==> src/rtl/core/lcd_pkg.sv <==
package lcd_pkg;

    localparam int FRAC_BITS = 8;

    // Formula selection codes held in the mode register.
    typedef enum logic [1:0] {
        MODE_CIE76   = 2'd0,
        MODE_GRAPHIC = 2'd1,
        MODE_TEXTILE = 2'd2
    } t_mode;

    // CIE94 weights K1 and K2 with 16 fraction bits.
    localparam logic [11:0] K1_GRAPHIC = 12'd2949;
    localparam logic [11:0] K2_GRAPHIC = 12'd983;
    localparam logic [11:0] K1_TEXTILE = 12'd3146;
    localparam logic [11:0] K2_TEXTILE = 12'd918;
    localparam logic [28:0] ROUND_HALF = 29'd32768;
    localparam logic [12:0] SCALE_ONE  = 13'(1 << FRAC_BITS);

    localparam logic [16:0] DIFF_MAX = 17'd131071;

    // Square root unit: 36-bit radicand, 18-bit root, one root bit per stage.
    localparam int SQRT_IN_W   = 36;
    localparam int SQRT_OUT_W  = 18;
    localparam int SQRT_STAGES = SQRT_OUT_W;

    // Divider: quotient below 2**17, divisor below 2**13, one quotient bit per stage.
    localparam int DIV_Q_W    = 17;
    localparam int DIV_NUM_W  = DIV_Q_W + FRAC_BITS;
    localparam int DIV_DEN_W  = 13;
    localparam int DIV_REM_W  = DIV_DEN_W + 1;
    localparam int DIV_STAGES = DIV_Q_W;

    typedef struct packed {
        logic [SQRT_IN_W-1:0]  rad;
        logic [SQRT_OUT_W+1:0] rem;
        logic [SQRT_OUT_W-1:0] root;
    } t_sqrt;

    typedef struct packed {
        logic [DIV_REM_W-1:0] rem;
        logic [DIV_Q_W-1:0]   num_lo;
        logic [DIV_Q_W-1:0]   quo;
        logic [DIV_DEN_W-1:0] den;
    } t_div;

    // Side data that rides along the chroma square roots.
    typedef struct packed {
        logic        valid;
        logic [32:0] ab2;
        logic [33:0] sum76;
        logic [29:0] dl2;
    } t_side_a;

    // Side data that rides along the hue square root.
    typedef struct packed {
        logic                 valid;
        logic                 flag;
        logic [29:0]          tl;
        logic [33:0]          sum76;
        logic [15:0]          dc;
        logic [DIV_DEN_W-1:0] sc;
        logic [DIV_DEN_W-1:0] sh;
    } t_side_b;

    // Side data that rides along the dividers.
    typedef struct packed {
        logic        valid;
        logic        flag;
        logic [29:0] tl;
        logic [33:0] sum76;
    } t_side_c;

    // Side data that rides along the final square root.
    typedef struct packed {
        logic valid;
        logic flag;
    } t_side_d;

    // Magnitude of a 17-bit two's-complement value; it always fits 16 bits here.
    function automatic logic [15:0] mag17(input logic [16:0] v);
        logic [16:0] neg;
        neg = 17'd0 - v;
        return v[16] ? neg[15:0] : v[15:0];
    endfunction

    // One restoring square root step, producing one root bit.
    function automatic t_sqrt sqrt_step(input t_sqrt s);
        t_sqrt                 o;
        logic [SQRT_OUT_W+3:0] trial;
        logic [SQRT_OUT_W+3:0] test;
        trial = {s.rem, s.rad[SQRT_IN_W-1 -: 2]};
        test  = (SQRT_OUT_W+4)'({s.root, 2'b01});
        o.rad = {s.rad[SQRT_IN_W-3:0], 2'b00};
        if (trial >= test) begin
            o.rem  = (SQRT_OUT_W+2)'(trial - test);
            o.root = {s.root[SQRT_OUT_W-2:0], 1'b1};
        end else begin
            o.rem  = trial[SQRT_OUT_W+1:0];
            o.root = {s.root[SQRT_OUT_W-2:0], 1'b0};
        end
        return o;
    endfunction

    // Set up a division whose quotient is known to stay below 2**DIV_Q_W.
    function automatic t_div div_init(input logic [DIV_NUM_W-1:0] num,
                                      input logic [DIV_DEN_W-1:0] den);
        t_div o;
        o.rem    = DIV_REM_W'(num[DIV_NUM_W-1:DIV_Q_W]);
        o.num_lo = num[DIV_Q_W-1:0];
        o.quo    = '0;
        o.den    = den;
        return o;
    endfunction

    // One restoring division step, producing one quotient bit.
    function automatic t_div div_step(input t_div s);
        t_div                 o;
        logic [DIV_REM_W-1:0] trial;
        trial    = {s.rem[DIV_REM_W-2:0], s.num_lo[DIV_Q_W-1]};
        o.num_lo = {s.num_lo[DIV_Q_W-2:0], 1'b0};
        o.den    = s.den;
        if (trial >= DIV_REM_W'(s.den)) begin
            o.rem = trial - DIV_REM_W'(s.den);
            o.quo = {s.quo[DIV_Q_W-2:0], 1'b1};
        end else begin
            o.rem = trial;
            o.quo = {s.quo[DIV_Q_W-2:0], 1'b0};
        end
        return o;
    endfunction

endpackage

==> src/rtl/core/lcd_sqrt.sv <==
// Pipelined floor square root, one root bit per stage, advancing while i_en is high.
module lcd_sqrt (
    input  logic                            i_clk,
    input  logic                            i_en,
    input  logic [lcd_pkg::SQRT_IN_W-1:0]   i_radicand,
    output logic [lcd_pkg::SQRT_OUT_W-1:0]  o_root
);

    lcd_pkg::t_sqrt w_stage [0:lcd_pkg::SQRT_STAGES-1];
    lcd_pkg::t_sqrt r_stage [1:lcd_pkg::SQRT_STAGES];

    always_comb begin
        w_stage[0].rad  = i_radicand;
        w_stage[0].rem  = '0;
        w_stage[0].root = '0;
        for (int k = 1; k < lcd_pkg::SQRT_STAGES; k++) begin
            w_stage[k] = r_stage[k];
        end
    end

    always_ff @(posedge i_clk) begin
        if (i_en) begin
            for (int k = 0; k < lcd_pkg::SQRT_STAGES; k++) begin
                r_stage[k+1] <= lcd_pkg::sqrt_step(w_stage[k]);
            end
        end
    end

    assign o_root = r_stage[lcd_pkg::SQRT_STAGES].root;

endmodule

==> config.mk <==
export PLATFORM = sky130hd
export DESIGN_NAME = lcd_sqrt
export DESIGN_NICKNAME = d
export VERILOG_FILES = /design/src/rtl/core/lcd_pkg.sv /design/src/rtl/core/lcd_sqrt.sv
export SDC_FILE = /design/constraint.sdc
export NUM_CORES = 1
export LEC_CHECK = 0
export ABC_AREA = 1
export BUFFER_PORTS_ARGS = -buffer_cell sky130_fd_sc_hd__buf_2
export CAP_MARGIN = 0
export CORE_MARGIN = 2
export CORE_UTILIZATION = 45
export DETAILED_ROUTE_END_ITERATION = 10
export GPL_TIMING_DRIVEN = 0
export PLACE_DENSITY = 0.71
export SLEW_MARGIN = 20
export SYNTH_ARGS = -nofsm -noshare
export SYNTH_HDL_FRONTEND = slang
export SYNTH_SLANG_ARGS = --single-unit
==> constraint.sdc <==
create_clock -name i_clk -period 2.65 [get_ports i_clk]
set_clock_uncertainty 0.15 [all_clocks]
set_input_delay 0.265 -clock i_clk [delete_from_list [all_inputs] [get_ports i_clk]]
set_output_delay 0.265 -clock i_clk [all_outputs]
set_load 0.03 [all_outputs]
# == After elaboration in Yosys (flattened, before gate mapping) ==
# Memories as Yosys holds them, arrays and structs flattened.
# Index checks and enable logic that the tools add are counted.
# op_classes
add_sub_neg,18
n_lt_le_gt_ge,18
n_mux,38
# op_table
op,count
2-to-1 mux 38 bit,36
>= comparator 22 x 20 -> 1 bit,17
subtractor 20 bit,17
subtractor 2 x 1 -> 3 bit (second input constant),1
>= comparator 2 x 1 -> 1 bit (second input constant),1
2-to-1 mux 1 bit,2
# totals
reg_bits,0
ramBits,1296
in_bits,38
memories,1
# mem_list
memory,words,word_bits,rd,rd_ports_with_merged_regs,write_ports,line,source
r_stage,18,72,18,0,18,lcd_sqrt.sv:10,lcd_pkg::t_sqrt r_stage [1:lcd_pkg::SQRT_STAGES];

# == Depth between registers and ports, before layout ==
# Gate-level depths: netlist of run 1.
# An unclocked memory read counts as a cell.
# logic_depth
word_depth,4
ltp_mapped,15
depth_no_buf,14

# == Least setup slack after synthesis of run 1 ==
# Ideal clock, no wire load.
# synth_timing
path_kind,register -> register
startpoint,"reg, netlist name r_stage[0][90]"
endpoint,"reg, netlist name r_stage[0][165]"
setup_ps,258
t_arrival_ps,1717
t_required_ps,2242
path_slack_ps,525
stages_incl_launch_ff,10
n_path_buf,0
period_less_slack_ps,2125
path_cell_list,edfxtp_1 ha_1 inv_1 o21ai_0 nor2_1 ha_1 and2_1 inv_1 nand2_1 xnor2_1

==> reports/metrics.cfg, run 1 <==
[status]
outcome=complete, but fails checks
violations_in_the_final_reports=negative hold slack

[min_path]
hold_class=input pin to flop

[power]
power_density_mw_per_mm2=732
leakagePower_nw=20.6
vdd_drop_max_mv=0.721

[sta]
fin_setup_tns_ps=0
worst_slew_pin_slew_ps=579
final_critical_path_share_of_the_clock_period_pct=96.4
rsz_0062_raised_after_global_routing=true
timing.slew.headroom_pct=61.4
drv_slew=0
finalSetupViolations=0
timing.final.hold_violations=73
min_cycle_time_layout_ps=2560
maxClockFrequency_mhz=391
worst_hold_slack_ps=-56.3

[finish]
antenna_cells_inserted=0
largest_register_by_flop_count=r_stage
layout.cells.most_common_list=nand2_1 (1341), edfxtp_1 (794), inv_1 (691)
sequential_cell_area_sq_mm=0.0238
most_frequent_standard_cell_in_the_layout_excluding_fill_and_tap_cells=nand2_1
largest_register_ff_count=794
layout_top_registers=r_stage x794
layout-drive-gt1-share_pct=8.31
area_growth_syn_to_layout_pct=12.9
finalNetCount=4818
fill_cells=8247
multi_input_area_sq_mm=0.0148
final_core_util_pct=51.3

[floorplan]
placement_rows=111
chipWidth_um=308
core_region_area_sq_mm=0.0917
dieArea_sq_mm=0.0950
die_height_um=308
io-pin-count=56
floorplan.initialDensity_pct=45.4

[setup_path]
cp_cell_sequence=ha_1 -> or2_1 -> nand3_1 -> nand2_1 -> nand2_2 -> nand2_1 -> nor2_4 -> clkinvlp_4 -> nand3_1 -> nand2_1
cpPeakStageDelay_ps=430
cp_top_family=simple AND/OR/NAND/NOR gates
timing.critical_path.to_type=flop
crit_path_top_delay_cell=edfxtp_1
worst-endpoint-required_ps=2880
worst-path-max-fanout=7
arrival_ps=2790
timing_worst_setup_path_type=flop to flop
critPathBufInv=1
worst_path_most_repeated_cell=nand2_1
start_kind=flop

[global_routing]
first_global_vias=27488
grt.total_usage_pct=18.4
grt_pass1_wl_mm=140
grt_overflow=0
antenna_violations_before_repair=0
grt_max_degree=110

[clocking]
htree_num_levels=3
cts_buffers=84
cts_tree=done
clk_pin_slew_ps=60
clock-root-buffer=clkbuf_16
ctsLongestPathBuffers=3
worst_skew_pair.late_latency_ps=670
number_of_clock_sinks=794
holdBufCountCts=37

[flow_run]
maxCapViolations=0

[place]
port_buffers=55
globalplace.congestion=0.923
hpwl_mm=64.8

[detailed_routing]
dr.pass1.iters=6
final_antenna_net_count=0
wl_mm=86.6
drt-initial-drc-count=2242
via_count=28894
post_route_drc_violation_count=0
route.detailed.vias_per_inst=4.94
routedWlPerCell_um=14.8

[logic_synthesis]
syn_area_per_cell_sq_um=9.48
post_synth_instance_area_sq_mm=0.0417
ys_types=50
post_synth_inst_count=4394
synth_sequential_area_ratio_pct=57.2
synth_seq_cells=794
synth.net_count=4622
synth.top_cells.by_area=edfxtp_1 (57%), nand2_1 (12%), inv_1 (6.2%)
yosys_warnings=0
synth_largest_type_area_fraction_pct=57.2
post-synth-top-area-cell=edfxtp_1

==> final timing paths <==
check,start,to,slack [ps],cells past startpoint
max,r_stage[0][883],r_stage[0][967],90,10
min,i_en,r_stage[0][110],-60,1
max reg2reg,r_stage[0][883],r_stage[0][967],90,10
min reg2reg,r_stage[0][717],r_stage[0][791],260,0
==> final cells by class <==
type                       count  share of cell area [%]
clock inverter                53                    1.37
timing repair buffer         110                    1.98
buffer                        54                    1.01
tap                         1186                    3.16
multi-input combinational   2838                    31.4
sequential                   794                    50.7
clock buffer                 101                    4.70
inverter                     708                    5.69
==> worst reg2reg max path, cell delays in order (launching register included) <==
cell and delay [ps]:
edfxtp_1 430, ha_1 350, or2_1 260, nand3_1 80, nand2_1 120, nand2_2 100, nand2_1 100, nor2_4 260
clkinvlp_4 250, nand3_1 120, nand2_1 80
==> synthesized netlist by cell type (all sizes together) <==
master / n
a21oi: 186
conb: 1
and3: 3
o211ai: 6
a21boi: 2
inv: 708
or2: 13
nand3b: 43
clkbuf: 2
nand2: 1364
nand4: 53
a21o: 1
o21bai: 4
buf: 52
ha: 190
and2: 5
nor2: 367
o31ai: 1
nor3: 51
o31a: 1
nand3: 230
o311ai: 1
xnor2: 62
a31oi: 1
xor2: 85
nor3b: 3
nor4: 7
o21ai: 158
edfxtp: 794
==> timing repair <==
action | CTS | global route
setup buffers | 0 | 11
gates resized for setup | 0 | 19
setup endpoints to repair | 0 | 22
endpoints found under the hold margin | 110 | 73
==> metal layers <==
metal | wire length [um] | part of all wire (%) | GRT usage (%) | up-vias
li1 | - | - | - | 14823
met5 | 0 | 0 | 0 | -
met4 | 2300 | 2.7 | 5.84 | 0
met3 | 4070 | 4.7 | 2.46 | 141
met1 | 40000 | 46 | 25.2 | 13276
met2 | 40200 | 46 | 30.3 | 654
==> cell families after synthesis <==
logic type	synth area share (%)
flip-flops	57.2
AO/OA/AOI/OAI	4.92
XOR/XNOR	3.09
other	0.00900
adder cells (fa/ha/maj)	5.71
buffers and inverters	7.54
AND/OR/NAND/NOR	21.5
==> metrics by stage <==
| stage | area [sq um] | std cells | power [mW] | setup WS (ps) |
|---|---|---|---|---|
| after floorplan | 41700 | 4394 | 20.6 | 525 |
| after global placement | 43400 | 5635 | 22.7 | -10590 |
| after detailed placement | 43600 | 5642 | 22.5 | -148 |
| after CTS | 46800 | 5833 | 34.7 | 53.0 |
| after global routing | 47000 | 5844 | 36.2 | -41.3 |
| final | 47000 | 5844 | 34.4 | 94.4 |
==> where the power goes <==
group	leakage [nW]	internal [mW]	switching (mW)
logic	11.6	2.19	3.95
clock network	1.39	7.09	4.94
registers	7.61	15.4	0.812
Power figures use the tool's default switching activity.
==> run 2, diff against run 1 <==
Settings changed: SETUP_SLACK_MARGIN set to 0.1.
==> reports/metrics.cfg, run 2 (same netlist as run 1, synthesis figures left out) <==
[setup_path]
startpoint=r_stage[0][436]
cp_capture_point=r_stage[0][525]
timing_worst_setup_path_type=flop to flop
cpPeakStageDelay_ps=390  ; -40 ps
timing.critical_path.to_type=flop
arrival_ps=2670  ; -120 ps
timing.rr.start=r_stage[0][436]
cp_cell_sequence=inv_1 -> ha_1 -> nand2_1 -> inv_1 -> a21oi_4 -> nand2_2 -> nor2_4 -> nand2_4 -> inv_2 -> buf_6 -> o21ai_1
worst-r2r-cell-count=11  ; +1
crit_path_top_delay_cell=edfxtp_1
start_kind=flop
timing.reg2reg.setup_slack_ps=210  ; +110 ps
worst_path_most_repeated_cell=inv_1
worst-endpoint-required_ps=2880  ; about the same
critical_path.reg2reg.endpoint=r_stage[0][525]
worst-path-max-fanout=10  ; +3

[finish]
antenna_cells_inserted=0  ; unchanged
layout-drive-gt1-share_pct=9.54  ; +1.2 points
largest_register_ff_count=794  ; unchanged
largest_register_by_flop_count=r_stage
most_frequent_standard_cell_in_the_layout_excluding_fill_and_tap_cells=nand2_1
layout.cells.most_common_list=nand2_1 (1335), edfxtp_1 (794), inv_1 (691)
fill_cells=8192  ; -0.67%
layout_top_registers=r_stage x794
area_growth_syn_to_layout_pct=13.9
finalNetCount=4837  ; +0.39%

[sta]
min_cycle_time_layout_ps=2440  ; -114 ps
timing.final.hold_violations=73  ; unchanged
rsz_0062_raised_after_global_routing=true
maxClockFrequency_mhz=410  ; +4.7%
layout_setup_ws_ps=208  ; +114 ps
final_critical_path_share_of_the_clock_period_pct=92.1  ; -4.3 points
finalSetupViolations=0  ; unchanged
worst_hold_slack_ps=-58.7  ; -2.39 ps
fin_setup_tns_ps=0  ; unchanged
worst_slew_pin_slew_ps=574  ; -4.68 ps
timing.slew.headroom_pct=61.7  ; +0.31 points
drv_slew=0  ; unchanged

[global_routing]
gr-max-usage-layer=met2
grt_pass1_wl_mm=140  ; about the same
grt_max_degree=110  ; unchanged
grt_overflow=0  ; unchanged
first_global_vias=27506  ; +0.065%
antenna_violations_before_repair=0  ; unchanged
globalRouteMet3Util_pct=2.46  ; unchanged
grtUsageMet1_pct=25.2  ; about the same
grtUsageMet2_pct=30.3  ; about the same
grt.total_usage_pct=18.4  ; about the same

[floorplan]
placement_rows=111  ; unchanged
chipWidth_um=308  ; unchanged
die_height_um=308  ; unchanged
dieArea_sq_mm=0.0950  ; unchanged
floorplan.initialDensity_pct=45.4  ; unchanged
core_region_area_sq_mm=0.0917  ; unchanged
io-pin-count=56  ; unchanged

[detailed_routing]
routedWlPerCell_um=14.9  ; +0.34%
via_count=29048  ; +0.53%
post_route_drc_violation_count=0  ; unchanged
final_antenna_net_count=0  ; unchanged
dr.pass1.iters=10  ; +4
route.detailed.vias_per_inst=4.95  ; +0.21%
wl_mm=87.1  ; +0.67%
drt-initial-drc-count=2256  ; +0.62%

[place]
placement.setup.worst_slack_ps=-148  ; unchanged
port_buffers=55  ; unchanged
hpwl_mm=64.8  ; unchanged
globalplace.congestion=0.923  ; unchanged

[clocking]
number_of_clock_sinks=794  ; unchanged
cts_tree=done
worst_skew_pair.late_latency_ps=660  ; about the same
clk_pin_slew_ps=60  ; about the same
holdBufCountCts=37  ; unchanged
clock-root-buffer=clkbuf_16
htree_num_levels=3  ; unchanged
cts_buffers=84  ; unchanged
ctsLongestPathBuffers=3  ; unchanged

[power]
power_density_mw_per_mm2=728  ; -0.49%
vdd_drop_max_mv=0.724  ; +0.43%
leakagePower_nw=20.7  ; +0.41%

[status]
violations_in_the_final_reports=negative hold slack
outcome=complete, but fails checks

[flow_run]
maxCapViolations=0  ; unchanged

[min_path]
hold_class=input pin to flop

## run 2: stage by stage
| stage | instances | area [sq um] | util (%) | power (mW) | hold slack, ps |
|---|---|---|---|---|---|
| 2_1_floorplan | 4394 | 41700 | - | 20.6 | 214 |
| 4_1_cts | 5836 | 46900 | 51.1 | 34.7 | -84.4 |
| 6_report | 5863 | 47400 | 51.8 | 34.6 | -58.7 |
| 3_3_place_gp | 5635 | 43400 | 47.4 | 22.7 | 250 |
| 3_5_place_dp | 5642 | 43600 | 47.6 | 22.5 | 255 |
| 5_1_grt | 5863 | 47400 | 51.8 | 36.4 | -53.9 |
## run 2: layout make-up
class                   instances  area (sq um)  area share, %
plain buffers                  54           489           1.03
clock buffers                 101          2210           4.65
repair buffers                129          1070           2.26
flip-flops and latches        794         23800           50.3
well taps                    1186          1480           3.13
clock inverters                53           642           1.35
multi-input cells            2838         15000           31.7
inverters                     708          2680           5.64
## run 2: worst max-delay path: cells and delay by family, from the launching register on
family / cells / cell delay [ps]
AND/OR/NAND/NOR: 4 / 500
buffers and inverters: 4 / 430
flip-flops: 1 / 390
adder cells (fa/ha/maj): 1 / 350
AO/OA/AOI/OAI: 2 / 330
## run 2: routing by layer
metal / vias up / share of wire [%]
met4: 0 / 2.7
met1: 13374 / 46
li1: 14858 / -
met2: 672 / 47
met3: 144 / 4.9
met5: - / 0
## run 2: timing repair
| item | in CTS | in global routing |
|---|---|---|
| pin swaps | 1 | 8 |
| hold endpoints to repair | 110 | 73 |
| endpoints found under the setup margin | 4 | 141 |
| gates resized for setup | 2 | 70 |
| setup buffers | 3 | 27 |
## run 2: worst min-delay path by stage
stage	depth (start not counted)	end	startpoint
2_1_floorplan	0	r_stage[0][110]	i_radicand[0]
3_3_place_gp	0	r_stage[0][717]	r_stage[0][643]
3_5_place_dp	0	r_stage[0][1001]	r_stage[0][927]
4_1_cts	1	r_stage[0][110]	i_en
5_1_grt	1	r_stage[0][110]	i_en
6_report	1	r_stage[0][110]	i_en
## run 2: report_power, final
part	internal (mW)	switching [mW]
Combinational	2.29	3.99
Sequential	15.4	0.824
Clock	7.09	4.94
Total	24.8	9.76
